<file path="src/cds_pkg.sv">
package cds_pkg;

  // deck geometry
  localparam int DeckCards = 52;
  localparam int SuitRanks = 13;
  localparam int SuitCount = 4;
  localparam int WordBits  = 32;

  typedef logic [5:0] card_id_t;
  typedef logic [5:0] deck_pos_t;
  typedef logic [1:0] suit_t;
  typedef logic [3:0] rank_t;

  localparam deck_pos_t TopIndex = 6'(DeckCards - 1);

  // one write into the deck store
  typedef struct packed {
    logic      en;
    deck_pos_t addr;
    card_id_t  data;
  } deck_wr_t;

  // suit of a card id, suit-major order
  function automatic suit_t id_suit(input card_id_t id);
    suit_t s;
    if (id >= card_id_t'(3 * SuitRanks)) begin
      s = 2'd3;
    end else if (id >= card_id_t'(2 * SuitRanks)) begin
      s = 2'd2;
    end else if (id >= card_id_t'(SuitRanks)) begin
      s = 2'd1;
    end else begin
      s = 2'd0;
    end
    return s;
  endfunction

  // rank of a card id, ace is one
  function automatic rank_t id_rank(input card_id_t id);
    card_id_t base;
    card_id_t r;
    case (id_suit(id))
      2'd0:    base = card_id_t'(0);
      2'd1:    base = card_id_t'(SuitRanks);
      2'd2:    base = card_id_t'(2 * SuitRanks);
      2'd3:    base = card_id_t'(3 * SuitRanks);
      default: base = card_id_t'(0);
    endcase
    r = id - base + card_id_t'(1);
    return r[3:0];
  endfunction

endpackage

</file>
<file path="src/cds_if.sv">
interface cds_req_if;
  import cds_pkg::*;
  logic                valid;
  logic                ready;
  logic                cmd;
  logic [WordBits-1:0] random_word;

  modport source (output valid, output cmd, output random_word, input ready);
  modport sink   (input valid, input cmd, input random_word, output ready);
endinterface

interface cds_rsp_if;
  import cds_pkg::*;
  logic      valid;
  logic      ready;
  deck_pos_t position;
  suit_t     card_suit;
  rank_t     card_rank;
  logic      last;

  modport source (output valid, output position, output card_suit, output card_rank,
                  output last, input ready);
  modport sink   (input valid, input position, input card_suit, input card_rank,
                  input last, output ready);
endinterface

</file>
<file path="src/card_deck_shuffler_unit.sv">
// channel | dir | payload                                  | handshake
// req     | in  | cmd, random_word                         | valid/ready
// rsp     | out | position, card_suit, card_rank, last     | valid/ready
//
// a restore word leaves the block idle; req.ready is high only between items
// a shuffle word runs the bit-serial remainder (S_DIV), the registered read (S_READ)
// and the swap writes to slot i and slot j (S_WR_I, S_WR_J) before its first rsp word
// at position one a second word, slot zero marked last, follows through S_RD0 after the first is taken
// rst is synchronous; after it the deck reads as the ordered deck, top at 51
// a stalled rsp holds the block; no new req word is taken until all rsp go out
module card_deck_shuffler_unit
  import cds_pkg::*;
(
  input  logic           clk,
  input  logic           rst,
  cds_req_if.sink        req,
  cds_rsp_if.source      rsp
);

  typedef enum logic [2:0] {
    S_IDLE, S_DIV, S_READ, S_WR_I, S_WR_J, S_OUT1, S_RD0, S_OUT2
  } state_t;

  state_t    state;
  deck_pos_t top_pos;
  deck_pos_t pos;
  deck_pos_t j_idx;
  card_id_t  card_a;
  deck_pos_t eff_pos;
  logic      req_fire;
  logic      rem_start;
  logic      rem_done;
  deck_pos_t rem_val;
  deck_wr_t  deck_wr;
  deck_pos_t addr_b;
  card_id_t  rd_a;
  card_id_t  rd_b;
  logic      deck_clear;

  assign req.ready  = (state == S_IDLE);
  assign req_fire   = req.valid && req.ready;
  assign rem_start  = req_fire && req.cmd;
  assign deck_clear = req_fire && !req.cmd;

  // guard the counter range
  assign eff_pos = (top_pos < 6'd1 || top_pos > TopIndex) ? TopIndex : top_pos;

  cds_rem u_rem (
    .clk     (clk),
    .rst     (rst),
    .start   (rem_start),
    .word    (req.random_word),
    .modulus (eff_pos + 6'd1),
    .done    (rem_done),
    .rem     (rem_val)
  );

  // read port b moves to slot zero once the swap is written
  assign addr_b = (state == S_OUT1 || state == S_RD0) ? '0 : j_idx;

  // swap writes: slot i first, then slot j
  always_comb begin
    deck_wr = '0;
    case (state)
      S_WR_I: begin
        deck_wr.en   = 1'b1;
        deck_wr.addr = pos;
        deck_wr.data = rd_b;
      end
      S_WR_J: begin
        deck_wr.en   = 1'b1;
        deck_wr.addr = j_idx;
        deck_wr.data = card_a;
      end
      default: deck_wr = '0;
    endcase
  end

  cds_deck u_deck (
    .clk       (clk),
    .rst       (rst),
    .clear     (deck_clear),
    .wr        (deck_wr),
    .rd_addr_a (pos),
    .rd_addr_b (addr_b),
    .rd_data_a (rd_a),
    .rd_data_b (rd_b)
  );

  // sequencer and output word register
  always_ff @(posedge clk) begin
    if (rst) begin
      state     <= S_IDLE;
      top_pos   <= TopIndex;
      rsp.valid <= 1'b0;
    end else begin
      case (state)
        S_IDLE: begin
          if (req_fire) begin
            if (req.cmd) begin
              pos   <= eff_pos;
              state <= S_DIV;
            end else begin
              top_pos <= TopIndex;
            end
          end
        end
        S_DIV: begin
          if (rem_done) begin
            j_idx <= rem_val;
            state <= S_READ;
          end
        end
        S_READ: begin
          state <= S_WR_I;
        end
        S_WR_I: begin
          card_a        <= rd_a;
          rsp.position  <= pos;
          rsp.card_suit <= id_suit(rd_b);
          rsp.card_rank <= id_rank(rd_b);
          rsp.last      <= 1'b0;
          state         <= S_WR_J;
        end
        S_WR_J: begin
          rsp.valid <= 1'b1;
          top_pos   <= (pos == 6'd1) ? TopIndex : pos - 6'd1;
          state     <= S_OUT1;
        end
        S_OUT1: begin
          if (rsp.ready) begin
            rsp.valid <= 1'b0;
            state     <= (pos == 6'd1) ? S_RD0 : S_IDLE;
          end
        end
        S_RD0: begin
          rsp.position  <= '0;
          rsp.card_suit <= id_suit(rd_b);
          rsp.card_rank <= id_rank(rd_b);
          rsp.last      <= 1'b1;
          rsp.valid     <= 1'b1;
          state         <= S_OUT2;
        end
        S_OUT2: begin
          if (rsp.ready) begin
            rsp.valid <= 1'b0;
            state     <= S_IDLE;
          end
        end
        default: state <= S_IDLE;
      endcase
    end
  end

  // a word is shown only from the two output states
  a_valid_state: assert property (@(posedge clk) disable iff (rst)
      rsp.valid |-> (state == S_OUT1 || state == S_OUT2))
    else $error("rsp valid outside output state");
  // last marks slot zero only
  a_last_pos: assert property (@(posedge clk) disable iff (rst)
      (rsp.valid && rsp.last) |-> rsp.position == '0)
    else $error("last on a nonzero position");
  // the counter stays within the deck
  a_top_range: assert property (@(posedge clk) disable iff (rst)
      top_pos >= 6'd1 && top_pos <= TopIndex)
    else $error("top position out of range");
  // a shuffle word always starts the remainder unit
  a_shuffle_div: assert property (@(posedge clk) disable iff (rst)
      rem_start |=> state == S_DIV)
    else $error("shuffle did not start division");

endmodule

</file>
<file path="src/cds_rem.sv">
module cds_rem
  import cds_pkg::*;
(
  input  logic                clk,
  input  logic                rst,
  input  logic                start,
  input  logic [WordBits-1:0] word,
  input  deck_pos_t           modulus,
  output logic                done,
  output deck_pos_t           rem
);

  logic [WordBits-1:0] shreg;
  deck_pos_t           mod_r;
  logic [4:0]          cnt;
  logic                busy;
  logic [6:0]          partial;
  logic [6:0]          diff;

  // one restoring step per cycle, word msb first
  assign partial = {rem, shreg[WordBits-1]};
  assign diff    = partial - {1'b0, mod_r};

  always_ff @(posedge clk) begin
    if (rst) begin
      busy <= 1'b0;
      done <= 1'b0;
      cnt  <= '0;
    end else begin
      done <= 1'b0;
      if (start) begin
        busy <= 1'b1;
        cnt  <= 5'(WordBits - 1);
      end else if (busy) begin
        cnt <= cnt - 5'd1;
        if (cnt == 5'd0) begin
          busy <= 1'b0;
          done <= 1'b1;
        end
      end
    end
  end

  // datapath, no reset needed
  always_ff @(posedge clk) begin
    if (start) begin
      shreg <= word;
      mod_r <= modulus;
      rem   <= '0;
    end else if (busy) begin
      shreg <= {shreg[WordBits-2:0], 1'b0};
      if (partial >= {1'b0, mod_r}) begin
        rem <= diff[5:0];
      end else begin
        rem <= partial[5:0];
      end
    end
  end

  // remainder is reduced when reported
  a_rem_range: assert property (@(posedge clk) disable iff (rst) done |-> rem < mod_r)
    else $error("remainder not below modulus");
  // done is a single pulse at the end of a run
  a_done_pulse: assert property (@(posedge clk) disable iff (rst) done |-> !busy)
    else $error("done while still busy");
  // a run takes one busy step for each word bit before done is raised
  a_run_len: assert property (@(posedge clk) disable iff (rst)
      start |-> ##(WordBits + 1) done)
    else $error("remainder run length wrong");

endmodule

</file>
<file path="src/cds_deck.sv">
module cds_deck
  import cds_pkg::*;
(
  input  logic      clk,
  input  logic      rst,
  input  logic      clear,
  input  deck_wr_t  wr,
  input  deck_pos_t rd_addr_a,
  input  deck_pos_t rd_addr_b,
  output card_id_t  rd_data_a,
  output card_id_t  rd_data_b
);

  card_id_t            mem [DeckCards];
  logic [DeckCards-1:0] valid;
  card_id_t            raw_a;
  card_id_t            raw_b;
  logic                ok_a;
  logic                ok_b;
  deck_pos_t           addr_a_q;
  deck_pos_t           addr_b_q;

  // storage, one write and two registered reads
  always_ff @(posedge clk) begin
    if (wr.en) begin
      mem[wr.addr] <= wr.data;
    end
    raw_a <= mem[rd_addr_a];
    raw_b <= mem[rd_addr_b];
  end

  // entry valid bits, an unwritten entry holds its ordered card
  always_ff @(posedge clk) begin
    if (rst || clear) begin
      valid <= '0;
      ok_a  <= 1'b0;
      ok_b  <= 1'b0;
    end else begin
      if (wr.en) begin
        valid[wr.addr] <= 1'b1;
      end
      ok_a <= valid[rd_addr_a];
      ok_b <= valid[rd_addr_b];
    end
    addr_a_q <= rd_addr_a;
    addr_b_q <= rd_addr_b;
  end

  assign rd_data_a = ok_a ? raw_a : card_id_t'(addr_a_q);
  assign rd_data_b = ok_b ? raw_b : card_id_t'(addr_b_q);

endmodule

</file>
<file path="src/flat_wrapper.sv">
// flat-port wrapper written by rule: the top's interface ports become plain ports
module card_deck_shuffler_unit_flat import cds_pkg::*;
  (clk, rst, req_valid, req_cmd, req_random_word, req_ready, rsp_valid, rsp_position, rsp_card_suit, rsp_card_rank, rsp_last, rsp_ready);
  cds_req_if req_i ();
  cds_rsp_if rsp_i ();
  input  logic clk;
  input  logic rst;
  input wire logic [$bits(req_i.valid)-1:0] req_valid;
  input wire logic [$bits(req_i.cmd)-1:0] req_cmd;
  input wire logic [$bits(req_i.random_word)-1:0] req_random_word;
  output wire logic [$bits(req_i.ready)-1:0] req_ready;
  output wire logic [$bits(rsp_i.valid)-1:0] rsp_valid;
  output wire logic [$bits(rsp_i.position)-1:0] rsp_position;
  output wire logic [$bits(rsp_i.card_suit)-1:0] rsp_card_suit;
  output wire logic [$bits(rsp_i.card_rank)-1:0] rsp_card_rank;
  output wire logic [$bits(rsp_i.last)-1:0] rsp_last;
  input wire logic [$bits(rsp_i.ready)-1:0] rsp_ready;
  assign req_i.valid = req_valid;
  assign req_i.cmd = req_cmd;
  assign req_i.random_word = req_random_word;
  assign req_ready = req_i.ready;
  assign rsp_valid = rsp_i.valid;
  assign rsp_position = rsp_i.position;
  assign rsp_card_suit = rsp_i.card_suit;
  assign rsp_card_rank = rsp_i.card_rank;
  assign rsp_last = rsp_i.last;
  assign rsp_i.ready = rsp_ready;
  card_deck_shuffler_unit u_core (.clk(clk), .rst(rst), .req(req_i), .rsp(rsp_i));
endmodule
</file>
<file path="config.mk">
export PLATFORM = sky130hd
export DESIGN_NAME = card_deck_shuffler_unit_flat
export DESIGN_NICKNAME = d
export VERILOG_FILES = /design/src/cds_pkg.sv /design/src/cds_if.sv /design/src/card_deck_shuffler_unit.sv /design/src/cds_rem.sv /design/src/cds_deck.sv /design/src/flat_wrapper.sv
export SDC_FILE = /design/constraint.sdc
export NUM_CORES = 1
export LEC_CHECK = 0
export BUFFER_PORTS_ARGS = -buffer_cell sky130_fd_sc_hd__buf_4
export CORE_ASPECT_RATIO = 0.9
export CORE_MARGIN = 1
export CORE_UTILIZATION = 65
export DETAILED_ROUTE_END_ITERATION = 7
export PLACE_DENSITY = 0.92
export SLEW_MARGIN = 25
export SYNTH_ARGS = -nofsm -noshare
export SYNTH_HDL_FRONTEND = slang
export SYNTH_SLANG_ARGS = --single-unit
</file>
<file path="constraint.sdc">
create_clock -name clk -period 5.4 [get_ports clk]
set_clock_uncertainty 0.1 [all_clocks]
set_input_delay 0.81 -clock clk [delete_from_list [all_inputs] [get_ports clk]]
set_output_delay 0.81 -clock clk [all_outputs]
set_load 0.1 [all_outputs]
</file>
; ---- Word level (Yosys, flattened, before mapping)
; Memory sizes are Yosys's and may differ from the RTL's. A register that Yosys moved wholly into a read port is not among the register bits.
; Cells that the tools add are included.
[word_totals]
register_bits = 158
latch_bits = 0
wordCells = 143
in_bits = 37
romBits = 0
out_inout_bits = 15
ramBits = 312
n_memories = 1
[classes]
reduce_logical = 28
div_mod_pow = 0
n_lt_le_gt_ge = 10
n_eq_ne = 21
n_bitwise = 3
muxes = 51
add_sub_neg = 8
mul = 0
n_shift = 0
[memory_table]
columns = name, depth, word_bits, read_ports, rd_ports_with_merged_regs, write_ports, line
row1 = u_core.u_deck.mem, 52, 6, 2, 2, 1, cds_deck.sv:14  ; card_id_t mem [DeckCards];
[ops]
columns = op, count
row1 = 32-bit two-way mux, 2
row2 = 52-bit bitwise OR, 1
row3 = 6-bit two-way mux, 8
row4 = 4-bit one-hot mux with 4 select lines, 2
row5 = 13-bit one-hot mux with 2 select lines, 1
row6 = 3-bit one-hot mux with 8 select lines, 1
row7 = 6-bit one-hot mux with 2 select lines, 2
row8 = "6-bit by 7-bit < comparator with 1-bit output, second input constant", 3
row9 = 3-bit two-way mux, 6
row10 = 4-bit two-way mux, 4
row11 = 1-bit binary-select mux with 6-bit select, 2
row12 = "3-bit equality test, second input constant", 4
row13 = 2-bit two-way mux, 6
row14 = "2-bit != test, second input constant", 6
row15 = 1-bit two-way mux, 11
row16 = 5-bit two-way mux, 2
row17 = "4-bit by 1-bit adder with 4-bit output, second input constant", 2
row18 = "2-bit equality test, second input constant", 4
row19 = 4-bit one-hot mux with 2 select lines, 1
row20 = 2-bit AND reduction, 4
row21 = 2-bit nonzero test, 4
row22 = 4-bit subtractor, 2
row23 = 7-bit by 6-bit greater-or-equal comparator with 1-bit output, 1
row24 = "6-bit by 1-bit adder with 6-bit output, second input constant", 1
row25 = other kinds (28), 41

; ---- Logic depth before layout (Yosys ltp)
[logic_depth]
word_depth = 14
ltp_mapped = 12
ltp_nobuf = 11

; ---- Modules after synthesis
; Synthesis repeated with hierarchy kept, for this count alone.
[unflattened]
hier_cells = 1370
area_unflattened_um2 = 22407.7
[by_module_without_submodules]
columns = mod, area_per_inst_um2, seq_area_each_um2, cells_each, instances
row1 = cds_deck, 17902.2, 10930.5, 1001, 1
row2 = cds_rem, 2406.1, 1401.3, 187, 1
row3 = card_deck_shuffler_unit, 2099.5, 1131.1, 182, 1

; ---- Worst setup path before layout
; No wires, ideal clock.
[synth_path]
path_type = reg-to-reg
from = reg u_core.state[1]
to = reg u_core.u_rem.shreg[0], enable pin
required_ns = 4.905
n_path_buf = 2
synth_period_minus_slack_ns = 4.857
arrival_ns = 4.362
path_slack_ns = 0.543
setup_ns = 0.395
stages_incl_launch_ff = 6
cell_sequence = dfxtp_1 > buf_2 > buf_2 > nor3_1 > nand3_1 > nand2b_1
[synth_via]
elab_chain_cells = 4
[synth_rtl]
columns = item, line
row1 = from (decl), card_deck_shuffler_unit.sv:24  ; state_t state;
row2 = from (signal assigned), card_deck_shuffler_unit.sv:133  ; state <= (pos == 6'd1) ? S_RD0 : S_IDLE;
row3 = 3-bit zero test, card_deck_shuffler_unit.sv:40  ; assign req.ready = (state == S_IDLE);
row4 = net req_ready, flat_wrapper.sv:11  ; output wire logic [$bits(req_i.ready)-1:0] req_ready;
row5 = 1-bit logical AND, card_deck_shuffler_unit.sv:41  ; assign req_fire = req.valid && req.ready;
row6 = 1-bit logical AND, card_deck_shuffler_unit.sv:42  ; assign rem_start = req_fire && req.cmd;
row7 = 2-bit nonzero test (no source line), -
row8 = to (signal assigned), cds_rem.sv:47  ; shreg <= word;
row9 = to (signal assigned), cds_rem.sv:51  ; shreg <= {shreg[WordBits-2:0], 1'b0};
row10 = to (decl), cds_rem.sv:13  ; logic [WordBits-1:0] shreg;
; The timed path passes the listed nets, and every way through them passes these cells.
; A chain may end at the register's enable or synchronous reset.

; ---- Worst setup path in the final report
[layout_path]
from = reg u_core.state[2]
to = mem u_core.u_deck.mem[18][0] (netlist name), enable pin
[layout_via]
elab_chain_cells = 4
elab_cells_between_ends = 5
classes_between = eq/ne (2) / mux (3)
[layout_rtl]
columns = item, line
row1 = 3-bit equality test / 3-bit by 2-bit equality test with 1-bit output (equally long branches), card_deck_shuffler_unit.sv:64  ; case (state)
row2 = 13-bit one-hot mux with 2 select lines *, card_deck_shuffler_unit.sv:64
row3 = 1-bit two-way mux, cds_deck.sv:25  ; if (wr.en) begin
row4 = 1-bit two-way mux (not written as such), cds_deck.sv:26  ; mem[wr.addr] <= wr.data;
row5 = to (decl), cds_deck.sv:14
; Every way passes the cells marked *; elsewhere a longest branch is shown, timed or not.

==> impl_summary.txt <==
----------------------------------------------------
[Outcome]
  Run status ... finished with violations
  Failing checks ... design-rule violations

[Worst setup path]
  Reg2reg end ... u_core.u_deck.mem[18][0]
  Cell type with the highest occurrence count on the critical path ... sky130_fd_sc_hd__buf_4
  Bufs and invs on worst path ... 3
  Largest driver fanout on the critical path ... 20
  Family with the most delay on the worst path ... simple AND/OR/NAND/NOR gates
  R2R Setup Slk ... 1.54 ns
  Nature of the critical path endpoint ... register
  Worst Path Arrival ... roughly 4.0 ns
  Delay of the slowest cell on the worst path ... between 0.7 and 0.8 ns
  Cell count of the worst reg-to-reg path ... 7
  Worst setup path category ... register to register
  Crit start category ... register
  Cell-by-cell trace of the critical path ... buf_4 > inv_1 > nor3_2 > buf_4 > a22o_1 > nand3_1 > nor2_1
  Critical path data required time ... between 5 and 6 ns
  Worst-path cell with the longest stage delay ... sky130_fd_sc_hd__nor2_1
  Worst R2R Start ... u_core.state[2]

[Logic synthesis]
  Syn_area_per_cell ... around 14 um^2
  Simple-gate share of the synthesized area ... 0.0793
  Syn Nets ... between 1500 and 2000
  Combinational family with the most area after synthesis ... multiplexers
  Most used DFF post-synth ... sky130_fd_sc_hd__edfxtp_1
  Synth Area in XOR/XNOR ... 0.00798
  Fraction of the mapped netlist area in compound gates ... 0.110
  Post-synth ARST share ... 0
  Number of flops mapped to enable cells by yosys ... 381
  Part of the Yosys area used for sequential elements ... 0.592
  Number of library cell types mapped by synthesis ... 64
  Post-Synth Adder-Cell Area ... 0.0100
  Post-Synthesis Cell Area ... about 23000 um^2
  Number of synthesized register bits ... a little under 500
  Cells after synthesis ... ~1700
  Fraction of synthesized area in multiplexers ... 0.169
  Yosys warning count ... 0

[Placed design]
  Gp weighted congestion ... between 1 and 1.5
  Dpl hpwl ... between 40000 and 50000 um
  Total of buffers placed on input and output ports ... 51
  Place WS ... between 1.5 and 2 ns

[Floorplan]
  Die boundary height ... ~180 um
  Number of I/O pins ... between 50 and 60
  FP Rows ... 64
  Initial Util ... 0.665
  Core Area ... 34200 um^2
  Total Die Area ... between 30000 and 40000 um^2
  Die X-Extent ... 199 um

[Finish]
  Layout-stage area growth over the synthesis result ... 10.4%
  Sequential cell area ... between 10000 and 15000 um^2
  NumNets Final ... 1748
  Final Core Density ... 0.734
  Number of diodes ... 0
  Combined area of the multi-input logic cells ... between 8000 and 9000 um^2
  Share of final-layout standard cells stronger than drive strength 1 ... 0.183
  Most common library cell in the layout ignoring fill and taps ... sky130_fd_sc_hd__edfxtp_1
  Filler cells ... approximately 2000
  Most frequent cells in the layout ... 381 x sky130_fd_sc_hd__edfxtp_1, 162 x sky130_fd_sc_hd__nand2_1, 124 x sky130_fd_sc_hd__nor2_1

[Route]
  Total DRC errors in the routed layout ... 17
  Number of DRC violations after detailed-routing iteration 0 ... roughly 3200
  DRT Pass-1 Iters ... 8
  Post-DRT Antenna Nets ... 0
  Total wire length ... about 69000 um
  Via count normalized by instance count ... roughly 7.6
  WL per Instance ... about 31 um
  Via count ... roughly 17000

[Pwr]
  Final total power ... 0.00782 W
  Areal power density over the cells ... slightly above 300 nW/um^2
  VDD IR max ... 0.000250 V
  Static leakage ... between 8 and 9 nW

[Clock tree]
  Register clock-pin slew on the reported worst setup and hold paths ... around 0.07 ns
  Htree depth ... 2
  Clock root buffer master ... sky130_fd_sc_hd__clkbuf_16
  Post-cts hold buffer count ... 0
  TritonCTS buffer count ... 47
  TritonCTS clock tree ... done
  Resized cells post-CTS ... 0
  Clock latency on the worst-skew pair ... 0.58 ns
  Clock Sinks ... about 480
  Maximum number of buffers from clock root to sink ... 3
  Post CTS Setup Buffer Count ... 0

[Global route]
  Met3 GRT Util ... 0.147
  Met1 global-route usage ... 0.550
  Global-route wire length before repair ... roughly 100000 um
  GR Util met2 ... 0.554
  Initial antenna violation count ... 3
  Largest net degree at the start of global routing ... 62
  Grt ovf ... 0
  Global Route Usage Sum ... 0.392
  Number of global-route vias before repair ... approximately 16000
  Layer with the highest usage after global routing ... met2

[Worst hold path]
  Start point of the worst min-delay path ... u_core.u_rem.rem[5]
  Hold/Removal Path Class ... register to register
  Hold-critical path endpoint ... u_core.j_idx[5]
  WHS Path Cells ... 0

[Timing]
  Crit path time final ... between 3 and 4 ns
  Number of failing hold endpoints at the final stage ... 0
  Total of endpoints with negative setup slack in the final report ... 0
  Worst slew margin ... 0.269
  Final Max Slew Viols ... 0
  Setup TNS ... 0 ns
  Highest attainable clock frequency ... around 260 MHz
  Unrepaired setup endpoints after global routing ... false
  Worst slew pin tran ... about 1.1 ns
  WHS ... about 0.37 ns
  Part of the cycle the worst path needs ... 0.715
  PnR worst setup slack ... around 1.5 ns

[Run]
  Max-capacitance violation count ... 0

----------------------------------------------------
-- sequential cells by signal (all words and copies together) (netlist names), 2 cells and up --
| name | flops |
|---|---|
| u_core.u_deck.mem | 312 |
| u_core.u_deck.valid | 52 |
| u_core.u_rem.shreg | 32 |
| u_core.card_a | 6 |
| u_core.j_idx | 6 |
| u_core.pos | 6 |
| u_core.rsp.position | 6 |
| u_core.top_pos | 6 |
| u_core.u_deck.addr_a_q | 6 |
| u_core.u_deck.addr_b_q | 6 |
| u_core.u_deck.raw_a | 6 |
| u_core.u_deck.raw_b | 6 |
| u_core.u_rem.mod_r | 6 |
| u_core.u_rem.rem | 6 |
| u_core.u_rem.cnt | 5 |
| u_core.rsp.card_rank | 4 |
| u_core.state | 3 |
| u_core.rsp.card_suit | 2 |
-- cells in the mapped netlist, types with 13 or more instances --
master	n	area share
sky130_fd_sc_hd__o22ai_1	30	0.0083
sky130_fd_sc_hd__o211ai_1	16	0.0053
sky130_fd_sc_hd__inv_1	31	0.0051
sky130_fd_sc_hd__nor2_1	124	0.020
sky130_fd_sc_hd__a22oi_1	14	0.0046
sky130_fd_sc_hd__clkbuf_1	50	0.0083
sky130_fd_sc_hd__ha_1	15	0.0083
sky130_fd_sc_hd__mux2_2	31	0.015
sky130_fd_sc_hd__dfxtp_1	101	0.089
sky130_fd_sc_hd__or3_1	13	0.0036
sky130_fd_sc_hd__nand3_1	38	0.0084
sky130_fd_sc_hd__nand2_1	162	0.027
sky130_fd_sc_hd__nand2b_1	16	0.0044
sky130_fd_sc_hd__nor3_1	17	0.0037
sky130_fd_sc_hd__buf_2	48	0.011
sky130_fd_sc_hd__mux4_2	107	0.11
sky130_fd_sc_hd__o21ai_0	43	0.0095
sky130_fd_sc_hd__a21oi_1	84	0.018
sky130_fd_sc_hd__o21a_1	55	0.018
sky130_fd_sc_hd__edfxtp_1	381	0.50
sky130_fd_sc_hd__a31oi_1	16	0.0044
sky130_fd_sc_hd__a22o_1	13	0.0050
sky130_fd_sc_hd__mux2i_1	77	0.034
sky130_fd_sc_hd__o221ai_1	23	0.0089
-- layout make-up --
class,instances,area share
clock inverters,15,0.00723
clock buffers,72,0.0588
repair buffers,87,0.0273
inverters,34,0.00508
well taps,462,0.0230
multi-input cells,1042,0.342
flip-flops and latches,482,0.536
-- routing by layer --
metal	part of all wire	routed length, um
met2	0.42	29200
met4	0.058	4000
met3	0.17	12000
met5	0.00046	32
met1	0.34	23600
-- per-stage QoR --
step,instances,cell area (um^2)
after global routing,2194,25100
after floorplan,1674,22700
final,2194,25100
after CTS,2194,25100
after detailed placement,2107,23400
after global placement,2106,23400
-- power by group --
part,internal (W),switching [W],total [W],leakage [nW]
combinational,0.000109,0.000173,0.000282,3.50
clock,0.00208,0.00141,0.00348,0.810
sequential,0.00402,0.0000372,0.00405,3.89
-- cell families (layout without fill, tap and decap cells) --
logic type / count (synthesis) / in the layout
flip-flops: 482 / 482
AND/OR/NAND/NOR: 411 / 411
multiplexers: 227 / 227
XOR/XNOR: 19 / 19
AO/OA/AOI/OAI: 368 / 368
buffers and inverters: 150 / 208
adder cells (fa/ha/maj): 17 / 17
-- worst max-delay path by stage --
stage	from	to	slack, ns	cells after the start
3_3_place_gp	u_core.state[2]	u_core.u_deck.mem[18][5]	1.84	7
4_1_cts	u_core.state[2]	u_core.u_deck.mem[18][0]	1.76	7
3_5_place_dp	u_core.state[2]	u_core.u_deck.mem[20][3]	1.80	7
6_report	u_core.state[2]	u_core.u_deck.mem[18][0]	1.54	7
5_1_grt	u_core.state[2]	u_core.u_deck.mem[18][5]	1.56	7
2_1_floorplan	u_core.state[1]	u_core.u_rem.shreg[0]	0.54	5
Note: power is estimated with default switching activity, not from simulation.
